### config.mk
export PLATFORM = sky130hd
export DESIGN_NAME = byte_ring_fifo_burst
export DESIGN_NICKNAME = d
export VERILOG_FILES = /design/src/design/brf_pkg.sv /design/src/design/brf_datapath.sv /design/src/design/brf_ctrl.sv /design/src/design/byte_ring_fifo_burst.sv
export VERILOG_INCLUDE_DIRS = /design/src /design/src/design
export SDC_FILE = /design/constraint.sdc
export NUM_CORES = 2
export LEC_CHECK = 0
export BUFFER_PORTS_ARGS = -buffer_cell sky130_fd_sc_hd__buf_2
export CORE_ASPECT_RATIO = 0.75
export CORE_MARGIN = 1
export CORE_UTILIZATION = 50
export DETAILED_ROUTE_END_ITERATION = 8
export MAX_ROUTING_LAYER = met4
export PLACE_DENSITY = 0.7
export SKIP_CTS_REPAIR_TIMING = 1
export SLEW_MARGIN = 5
export SYNTH_ARGS = -nofsm -noshare
export SYNTH_HDL_FRONTEND = slang
export SYNTH_HIERARCHICAL = 1
export SYNTH_SLANG_ARGS = --single-unit
### constraint.sdc
create_clock -name clk -period 11.76 [get_ports clk]
set_input_delay 2.352 -clock clk [delete_from_list [all_inputs] [get_ports clk]]
set_output_delay 2.352 -clock clk [all_outputs]
set_load 0.05 [all_outputs]
### src/design/assert_macros.svh
// assertion helpers, clocked on clk and disabled while arst_n is low
`ifndef ASSERT_MACROS_SVH
`define ASSERT_MACROS_SVH

// plain property check
`define BRF_ASSERT(label, prop, msg) \
	label: assert property (@(posedge clk) disable iff (!arst_n) (prop)) else $error(msg);

// antecedent overlapping implication
`define BRF_ASSERT_IMP(label, ante, cons, msg) \
	label: assert property (@(posedge clk) disable iff (!arst_n) (ante) |-> (cons)) \
		else $error(msg);

// antecedent next-cycle implication
`define BRF_ASSERT_NXT(label, ante, cons, msg) \
	label: assert property (@(posedge clk) disable iff (!arst_n) (ante) |=> (cons)) \
		else $error(msg);

`endif

### src/design/brf_pkg.sv
`timescale 1ns / 1ps
package brf_pkg;

	// storage geometry
	localparam int DEPTH     = 256;
	localparam int IDX_W     = $clog2(DEPTH);
	localparam int CAP_W     = IDX_W + 1;
	localparam int MAX_BURST = 8;
	localparam int LEN_W     = 4;
	localparam int LANE_W    = 3;

	// operation codes
	typedef enum logic [1:0] {
		MODE_WRITE  = 2'd0,
		MODE_READ   = 2'd1,
		MODE_PEEK   = 2'd2,
		MODE_DELETE = 2'd3
	} mode_t;

	// input transaction
	typedef struct packed {
		mode_t             mode;
		logic [LEN_W-1:0]  length;
		logic [63:0]       write_bytes;
	} in_item_t;

	// result transaction
	typedef struct packed {
		logic              status;
		logic [63:0]       read_bytes;
		logic [7:0]        fill_count;
	} out_item_t;

	// controller to datapath
	typedef struct packed {
		logic start;
		logic cfg_wr;
		logic check;
		logic wr_step;
		logic rd_step;
		logic commit;
		logic finish;
	} brf_cmd_t;

	// datapath to controller
	typedef struct packed {
		logic  refused;
		logic  len_zero;
		mode_t mode;
		logic  last;
		logic  out_free;
	} brf_stat_t;

endpackage

### src/design/brf_datapath.sv
`timescale 1ns / 1ps
`include "assert_macros.svh"
module brf_datapath (
	input  logic               clk,
	input  logic               arst_n,
	input  brf_pkg::in_item_t  in_item,
	input  logic [brf_pkg::CAP_W-1:0] cfg_data,
	input  brf_pkg::brf_cmd_t  cmd,
	input  logic               out_ready,
	output logic               out_valid,
	output brf_pkg::out_item_t out_item,
	output brf_pkg::brf_stat_t stat
);

	localparam int IDX_W = brf_pkg::IDX_W;
	localparam int CAP_W = brf_pkg::CAP_W;
	localparam int LEN_W = brf_pkg::LEN_W;

	logic [CAP_W-1:0]        cap_q;
	logic [IDX_W-1:0]        wr_idx_q;
	logic [IDX_W-1:0]        rd_idx_q;
	brf_pkg::mode_t          mode_q;
	logic [LEN_W-1:0]        len_q;
	logic [63:0]             data_q;
	logic [IDX_W-1:0]        ptr_q;
	logic [LEN_W-1:0]        cnt_q;
	logic [63:0]             acc_q;
	logic                    refused_q;
	logic [7:0]              rdata_s1;
	logic [brf_pkg::LANE_W-1:0] lane_s1;
	logic                    rvalid_s1;
	logic                    out_valid_q;
	brf_pkg::out_item_t      out_q;
	logic [7:0]              mem [brf_pkg::DEPTH];

	logic [CAP_W-1:0]        fill;
	logic [CAP_W-1:0]        free;
	logic [CAP_W-1:0]        cap_clamped;
	logic [CAP_W-1:0]        ptr_inc;
	logic [IDX_W-1:0]        ptr_next;
	logic [IDX_W-1:0]        base_idx;
	logic [CAP_W-1:0]        adv_sum;
	logic [IDX_W-1:0]        adv_idx;
	logic                    refused;

	// fill level from the two indices
	always_comb begin
		if (wr_idx_q >= rd_idx_q) begin
			fill = {1'b0, wr_idx_q} - {1'b0, rd_idx_q};
		end else begin
			fill = cap_q + {1'b0, wr_idx_q} - {1'b0, rd_idx_q};
		end
		free = cap_q - CAP_W'(1) - fill;
	end

	// space and data check
	always_comb begin
		priority if (len_q > LEN_W'(brf_pkg::MAX_BURST)) begin
			refused = 1'b1;
		end else if (mode_q == brf_pkg::MODE_WRITE) begin
			refused = free < CAP_W'(len_q);
		end else begin
			refused = fill < CAP_W'(len_q);
		end
	end

	// capacity clamp
	always_comb begin
		priority if (cfg_data < CAP_W'(2)) begin
			cap_clamped = CAP_W'(2);
		end else if (cfg_data > CAP_W'(brf_pkg::DEPTH)) begin
			cap_clamped = CAP_W'(brf_pkg::DEPTH);
		end else begin
			cap_clamped = cfg_data;
		end
	end

	// slot pointer step with wrap at capacity
	always_comb begin
		ptr_inc  = {1'b0, ptr_q} + CAP_W'(1);
		ptr_next = (ptr_inc == cap_q) ? '0 : ptr_inc[IDX_W-1:0];
	end

	// index advance by the burst length, one compare and subtract
	always_comb begin
		base_idx = (mode_q == brf_pkg::MODE_WRITE) ? wr_idx_q : rd_idx_q;
		adv_sum  = {1'b0, base_idx} + CAP_W'(len_q);
		adv_idx  = (adv_sum >= cap_q) ? IDX_W'(adv_sum - cap_q) : adv_sum[IDX_W-1:0];
	end

	// capacity and indices
	always_ff @(posedge clk or negedge arst_n) begin
		if (!arst_n) begin
			cap_q    <= CAP_W'(brf_pkg::DEPTH);
			wr_idx_q <= '0;
			rd_idx_q <= '0;
		end else if (cmd.cfg_wr) begin
			cap_q    <= cap_clamped;
			wr_idx_q <= '0;
			rd_idx_q <= '0;
		end else if (cmd.commit && !refused_q) begin
			unique case (mode_q)
				brf_pkg::MODE_WRITE:  wr_idx_q <= adv_idx;
				brf_pkg::MODE_READ,
				brf_pkg::MODE_DELETE: rd_idx_q <= adv_idx;
				default:              rd_idx_q <= rd_idx_q;
			endcase
		end
	end

	// transaction registers and burst walk
	always_ff @(posedge clk) begin
		if (cmd.start) begin
			mode_q <= in_item.mode;
			len_q  <= in_item.length;
			data_q <= in_item.write_bytes;
			ptr_q  <= (in_item.mode == brf_pkg::MODE_WRITE) ? wr_idx_q : rd_idx_q;
			cnt_q  <= '0;
		end else if (cmd.wr_step || cmd.rd_step) begin
			data_q <= {8'h00, data_q[63:8]};
			ptr_q  <= ptr_next;
			cnt_q  <= cnt_q + LEN_W'(1);
		end
		if (cmd.check) begin
			refused_q <= refused;
		end
	end

	// byte store, one access per cycle
	always_ff @(posedge clk) begin
		if (cmd.wr_step) begin
			mem[ptr_q] <= data_q[7:0];
		end
		rdata_s1 <= mem[ptr_q];
		lane_s1  <= cnt_q[brf_pkg::LANE_W-1:0];
	end

	// read return valid
	always_ff @(posedge clk or negedge arst_n) begin
		if (!arst_n) begin
			rvalid_s1 <= 1'b0;
		end else begin
			rvalid_s1 <= cmd.rd_step;
		end
	end

	// gather read bytes into their lanes
	always_ff @(posedge clk) begin
		if (cmd.start) begin
			acc_q <= '0;
		end else if (rvalid_s1) begin
			acc_q[{lane_s1, 3'b000} +: 8] <= rdata_s1;
		end
	end

	// output register
	always_ff @(posedge clk or negedge arst_n) begin
		if (!arst_n) begin
			out_valid_q <= 1'b0;
		end else if (cmd.finish) begin
			out_valid_q <= 1'b1;
		end else if (out_ready) begin
			out_valid_q <= 1'b0;
		end
	end

	always_ff @(posedge clk) begin
		if (cmd.finish) begin
			out_q.status     <= refused_q;
			out_q.read_bytes <= acc_q;
			out_q.fill_count <= fill[7:0];
		end
	end

	assign out_valid     = out_valid_q;
	assign out_item      = out_q;
	assign stat.refused  = refused;
	assign stat.len_zero = (len_q == '0);
	assign stat.mode     = mode_q;
	assign stat.last     = (cnt_q + LEN_W'(1)) == len_q;
	assign stat.out_free = !out_valid_q || out_ready;

	// indices always inside the ring
	`BRF_ASSERT(a_idx_range, (wr_idx_q < cap_q) && (rd_idx_q < cap_q), "index beyond capacity")
	// a refused transaction leaves the indices alone
	`BRF_ASSERT_NXT(a_refused_hold, cmd.commit && refused_q && !cmd.cfg_wr,
		$stable(wr_idx_q) && $stable(rd_idx_q), "refused transaction moved an index")
	// a result is never loaded over one still waiting
	`BRF_ASSERT_IMP(a_no_overwrite, cmd.finish, !out_valid_q || out_ready,
		"result register overwritten")

endmodule

### src/design/brf_ctrl.sv
`timescale 1ns / 1ps
`include "assert_macros.svh"
module brf_ctrl (
	input  logic               clk,
	input  logic               arst_n,
	input  logic               in_valid,
	output logic               in_ready,
	input  logic               cfg_valid,
	output logic               cfg_ready,
	input  brf_pkg::brf_stat_t stat,
	output brf_pkg::brf_cmd_t  cmd
);

	typedef enum logic [6:0] {
		ST_IDLE   = 7'b0000001,
		ST_CHECK  = 7'b0000010,
		ST_WRITE  = 7'b0000100,
		ST_READ   = 7'b0001000,
		ST_DRAIN  = 7'b0010000,
		ST_COMMIT = 7'b0100000,
		ST_FINISH = 7'b1000000
	} state_t;

	state_t state_q;
	state_t state_d;

	// configuration takes priority over a new transaction
	assign cfg_ready = (state_q == ST_IDLE);
	assign in_ready  = (state_q == ST_IDLE) && !cfg_valid;

	// next state and commands
	always_comb begin
		state_d     = state_q;
		cmd         = '0;
		cmd.cfg_wr  = cfg_valid && cfg_ready;
		unique case (state_q)
			ST_IDLE: begin
				if (in_valid && in_ready) begin
					cmd.start = 1'b1;
					state_d   = ST_CHECK;
				end
			end
			ST_CHECK: begin
				cmd.check = 1'b1;
				priority if (stat.refused || stat.len_zero
						|| stat.mode == brf_pkg::MODE_DELETE) begin
					state_d = ST_COMMIT;
				end else if (stat.mode == brf_pkg::MODE_WRITE) begin
					state_d = ST_WRITE;
				end else begin
					state_d = ST_READ;
				end
			end
			ST_WRITE: begin
				cmd.wr_step = 1'b1;
				if (stat.last) begin
					state_d = ST_COMMIT;
				end
			end
			ST_READ: begin
				cmd.rd_step = 1'b1;
				if (stat.last) begin
					state_d = ST_DRAIN;
				end
			end
			ST_DRAIN: begin
				state_d = ST_COMMIT;
			end
			ST_COMMIT: begin
				cmd.commit = 1'b1;
				state_d    = ST_FINISH;
			end
			ST_FINISH: begin
				if (stat.out_free) begin
					cmd.finish = 1'b1;
					state_d    = ST_IDLE;
				end
			end
			default: begin
				state_d = ST_IDLE;
			end
		endcase
	end

	// state register
	always_ff @(posedge clk or negedge arst_n) begin
		if (!arst_n) begin
			state_q <= ST_IDLE;
		end else begin
			state_q <= state_d;
		end
	end

	// the final byte of a burst always ends the walk
	`BRF_ASSERT_NXT(a_write_end, (state_q == ST_WRITE) && stat.last, state_q == ST_COMMIT,
		"write burst did not end on its last byte")
	`BRF_ASSERT_NXT(a_read_end, (state_q == ST_READ) && stat.last, state_q == ST_DRAIN,
		"read burst did not end on its last byte")

endmodule

### src/design/byte_ring_fifo_burst.sv
`timescale 1ns / 1ps
// channel   signals                          payload
// in        in_valid / in_ready              in_item   (mode, length, write_bytes)
// out       out_valid / out_ready            out_item  (status, read_bytes, fill_count)
// cfg       cfg_valid / cfg_ready            cfg_data  (capacity)
//
// one transaction at a time; the byte store is a single-port memory walked one byte
// per cycle; a write steps through check, the walk, commit and finish; a read or
// peek adds a drain after the walk; delete, empty or refused skip the walk.
// a waiting result sits in the output register while the next transaction runs;
// only the final load waits for out_ready.
// reset empties the ring and sets capacity to 256; store contents are not cleared.
`include "assert_macros.svh"
module byte_ring_fifo_burst (
	input  logic               clk,
	input  logic               arst_n,
	input  logic               in_valid,
	output logic               in_ready,
	input  brf_pkg::in_item_t  in_item,
	output logic               out_valid,
	input  logic               out_ready,
	output brf_pkg::out_item_t out_item,
	input  logic               cfg_valid,
	output logic               cfg_ready,
	input  logic [brf_pkg::CAP_W-1:0] cfg_data
);

	brf_pkg::brf_cmd_t  cmd;
	brf_pkg::brf_stat_t stat;

	// sequencer
	brf_ctrl u_ctrl (
		.clk       (clk),
		.arst_n    (arst_n),
		.in_valid  (in_valid),
		.in_ready  (in_ready),
		.cfg_valid (cfg_valid),
		.cfg_ready (cfg_ready),
		.stat      (stat),
		.cmd       (cmd)
	);

	// indices, store and result register
	brf_datapath u_datapath (
		.clk       (clk),
		.arst_n    (arst_n),
		.in_item   (in_item),
		.cfg_data  (cfg_data),
		.cmd       (cmd),
		.out_ready (out_ready),
		.out_valid (out_valid),
		.out_item  (out_item),
		.stat      (stat)
	);

	// a configuration write and a transaction never land together
	`BRF_ASSERT(a_cfg_excl, !(in_valid && in_ready && cfg_valid && cfg_ready),
		"configuration and transaction accepted together")

endmodule

==> results_dict.tcl <==
set metrics [dict create \
    grt_pass1_wl_um 311400 \
    dp_hpwl_um 126300 \
    rows 135 \
    die_h_um 372.4 \
    finalWorstSetupSlack_ps 6532 \
    ys_types 84 \
    fp.dieW_um 495.8 \
    placed_cell_area_um2 95020 \
    post-route-min-period_ps 5228 \
    grt_setup_unrepaired "false" \
    total_power_mw 18.71 \
    power_leakage_nw 32.25 \
    slew_headroom_pct 14.81 \
    antenna_found_initial 12 \
    critical_path_class "flop to flop" \
    drc 0 \
    cts_tree "yes" \
    cts_sinks 2313 \
    io_buffers 159 \
    via_count 44937 \
    p_per_area_nw_per_um2 184.3 \
    synth_ff_type "edfxtp_1" \
    final_area_um2 101500 \
    ys_seq_area_share_pct 74.91 \
    gpl.final_weighted_congestion 0.8597 \
    final_common_cell "edfxtp_1" \
    switching_power_mw 4.684 \
    netlist_area_um2 91440 \
    cp-endpoint "u_ctrl/state_q[5]" \
    synth-simple-area-share_pct 3.170 \
    mappedNetlistNets 4524 \
    die_area_um2 184600 \
    synth-xor-area-share_pct 0.5364 \
    maxCapViolations 0 \
    fin_nets 4728 \
    boundaryPins 160 \
    slew_violations 0 \
    finalSetupTns_ps 0 \
    drt_pass1_iterations 5 \
    wl_per_cell_um 30.28 \
    min_path_cells 0 \
    numCtsBuffers 200 \
    most-common-layout-cells "edfxtp_1, mux4_2, nor2_1, clkbuf_16, buf_2" \
    yosysWarnings 6 \
    cts_max_level 4 \
    crit_path_end_kind "flop" \
    crit_start "u_datapath/cap_q[1]" \
    cp_max_fo 6 \
    ys_ff_latch 2313 \
    grt_pass1_vias 43524 \
    syn2layout_area_growth_pct 11.01 \
    synthArstFlopShare_pct 1.470 \
    ir_drop_mv 0.1265 \
    grt.overflow.total 0 \
    initial_core_util_pct 50.50 \
    synth-compound-area-share_pct 1.381 \
    power_frac_clock_pct 35.0 \
    netSwitchingFraction_pct 25.04 \
    clock_latency_ps 850 \
    synthMuxAreaShare_pct 17.59 \
    reg2reg_depth 23 \
    avgSynthCellArea_um2 20.87 \
    finalWirelength_um 216600 \
    required_ps 12500 \
    status "finished clean" \
    synthCells 4381 \
    hold_violations 0 \
    synth_top_family_by_area "multiplexers" \
    post-route-util_pct 56.06 \
    vias_per_cell 6.282 \
    p_seq_share_pct 50.4 \
    clk_pin_slew_ps 70 \
    p_int_mw 14.02 \
    synth_fa_ha_area_share_pct 0.9346 \
    drive_gt1_share_pct 27.08 \
    timing.rr.start "u_datapath/cap_q[1]" \
    track_usage_pct 24.33 \
    worstReg2RegEnd "u_ctrl/state_q[5]" \
    max_freq_mhz 191.3 \
    clockRootBuffer "clkbuf_16" \
    core-area_um2 181100 \
    first_iter_violations 6172 \
    setup_viol 0 \
    clock_skew_ps 36.39 \
    antenna_left 0 \
    post-route-period-util_pct 44.45 \
    synth_edf_count 2200 \
    crit_path_start_kind "flop" \
    place_worst_setup_slack_ps 6577 \
    cp.arrival_ps 5960 \
    cts_buffer_depth 3 \
    rrSetupSlack_ps 6530 \
    p_comb_share_pct 14.6 \
    hold_path_class "flop to flop" \
    grt_max_degree 188 \
    worstMarginPinSlew_ps 1278 \
]
## stage by stage
step / std cells / hold WS (ps)
2_1_floorplan: 4381 / 368.1
3_3_place_gp: 6780 / 394.3
3_5_place_dp: 6780 / 407.6
4_1_cts: 7149 / 413.1
5_1_grt: 7153 / 420.9
6_report: 7153 / 419.7
## flip-flops by register name, indices dropped and copies added (netlist names)
register / cells
u_ctrl/state_q: 7
u_datapath/acc_q: 64
u_datapath/cap_q: 9
u_datapath/cnt_q: 4
u_datapath/data_q: 64
u_datapath/lane_s1: 3
u_datapath/len_q: 4
u_datapath/mem: 2048
u_datapath/mode_q: 2
u_datapath/out_item: 73
u_datapath/out_valid: 1
u_datapath/ptr_q: 8
u_datapath/rd_idx_q: 8
u_datapath/rdata_s1: 8
u_datapath/refused_q: 1
u_datapath/rvalid_s1: 1
u_datapath/wr_idx_q: 8
## power by group through the flow
stage	Combinational [mW]	Sequential (mW)	Clock, mW
2_1_floorplan	1.73	9.72	0
3_3_place_gp	2.68	9.60	0
3_5_place_dp	2.72	9.60	0
4_1_cts	2.73	9.42	6.65
5_1_grt	2.90	9.42	6.96
6_report	2.73	9.42	6.55
## per-layer routing
layer | vias to the layer above | wire (um) | global-route usage (%)
li1 | 18362 | - | -
met1 | 23905 | 88820 | 35.69
met2 | 2399 | 99380 | 34.74
met3 | 271 | 24490 | 5.805
met4 | 0 | 3872 | 5.476
met5 | - | 0 | -
## synth_stat cells, drive strengths merged, types with 4 or more instances
library cell	count	area, um^2
nand4	13	81.33
dfrtp	32	800.8
nand3	58	295.3
buf	92	479.2
xor2	24	210.2
clkbuf	144	540.5
nor3b	10	80.07
and2	13	81.33
nor3	23	136.4
mux4	649	14620
dfxtp	79	1582
o21bai	5	37.54
a31oi	17	112.6
nor2b	29	181.4
a21oi	38	197.7
a21boi	4	30.03
and3	12	75.07
or3	4	25.02
nor4	6	37.54
ha	48	600.6
a211oi	10	75.07
fa	11	220.2
o211ai	4	30.03
o22ai	14	87.58
edfxtp	2200	66060
a21o	13	97.59
mux2	62	698.2
xnor2	32	280.3
nand2	101	381.6
mux2i	75	767.0
o21ai	52	260.3
nor2	353	1328
nand2b	15	93.84
inv	87	326.6
## worst max-delay path, cell delays in order, from the launching register on
cell       delay (ps)
dfrtp_1           400
inv_1             210
fa_1              580
inv_1              60
ha_1              270
a21o_1            150
a21oi_1           210
o21bai_1          100
a21oi_1           210
xnor2_1           160
nor2_1             70
a311oi_1          480
inv_1             110
ha_1              230
a21o_1            170
a21oi_1           150
nor2_1             60
a2111oi_2         320
o2111ai_1         150
o31ai_1           420
a211o_1           160
nand4_1            90
a21o_1            170
a211oi_1          180
## area by class of cell
cell class	count	area, um^2
clock inverter	106	947.2
inverter	89	334.1
clock buffer	263	5530
multi-input combinational	1743	21700
timing repair buffer	238	1489
tap	2397	2999
fill	13193	79570
sequential	2313	68500
antenna	4	10.01
## cell families (layout without fill, tap and decap cells)
group / count (synthesis) / count (layout)
AND/OR/NAND/NOR: 648 / 648
multiplexers: 786 / 786
other: 0 / 4
flip-flops: 2313 / 2313
buffers and inverters: 325 / 696
AO/OA/AOI/OAI: 191 / 191
XOR/XNOR: 56 / 56
adder cells (fa/ha/maj): 62 / 62
## worst min-delay path by stage
| stage | from | endpoint | slack (ps) |
|---|---|---|---|
| 5_1_grt | u_datapath/cnt_q[1] | u_datapath/lane_s1[1] | 420 |
| 6_report | u_datapath/cnt_q[2] | u_datapath/lane_s1[2] | 420 |
| 3_3_place_gp | u_datapath/cnt_q[1] | u_datapath/lane_s1[1] | 390 |
| 3_5_place_dp | u_datapath/cnt_q[2] | u_datapath/lane_s1[2] | 410 |
| 4_1_cts | u_datapath/cnt_q[1] | u_datapath/lane_s1[1] | 410 |
| 2_1_floorplan | u_datapath/cnt_q[1] | u_datapath/lane_s1[1] | 370 |
No activity file was read; power rests on OpenSTA's default activity.
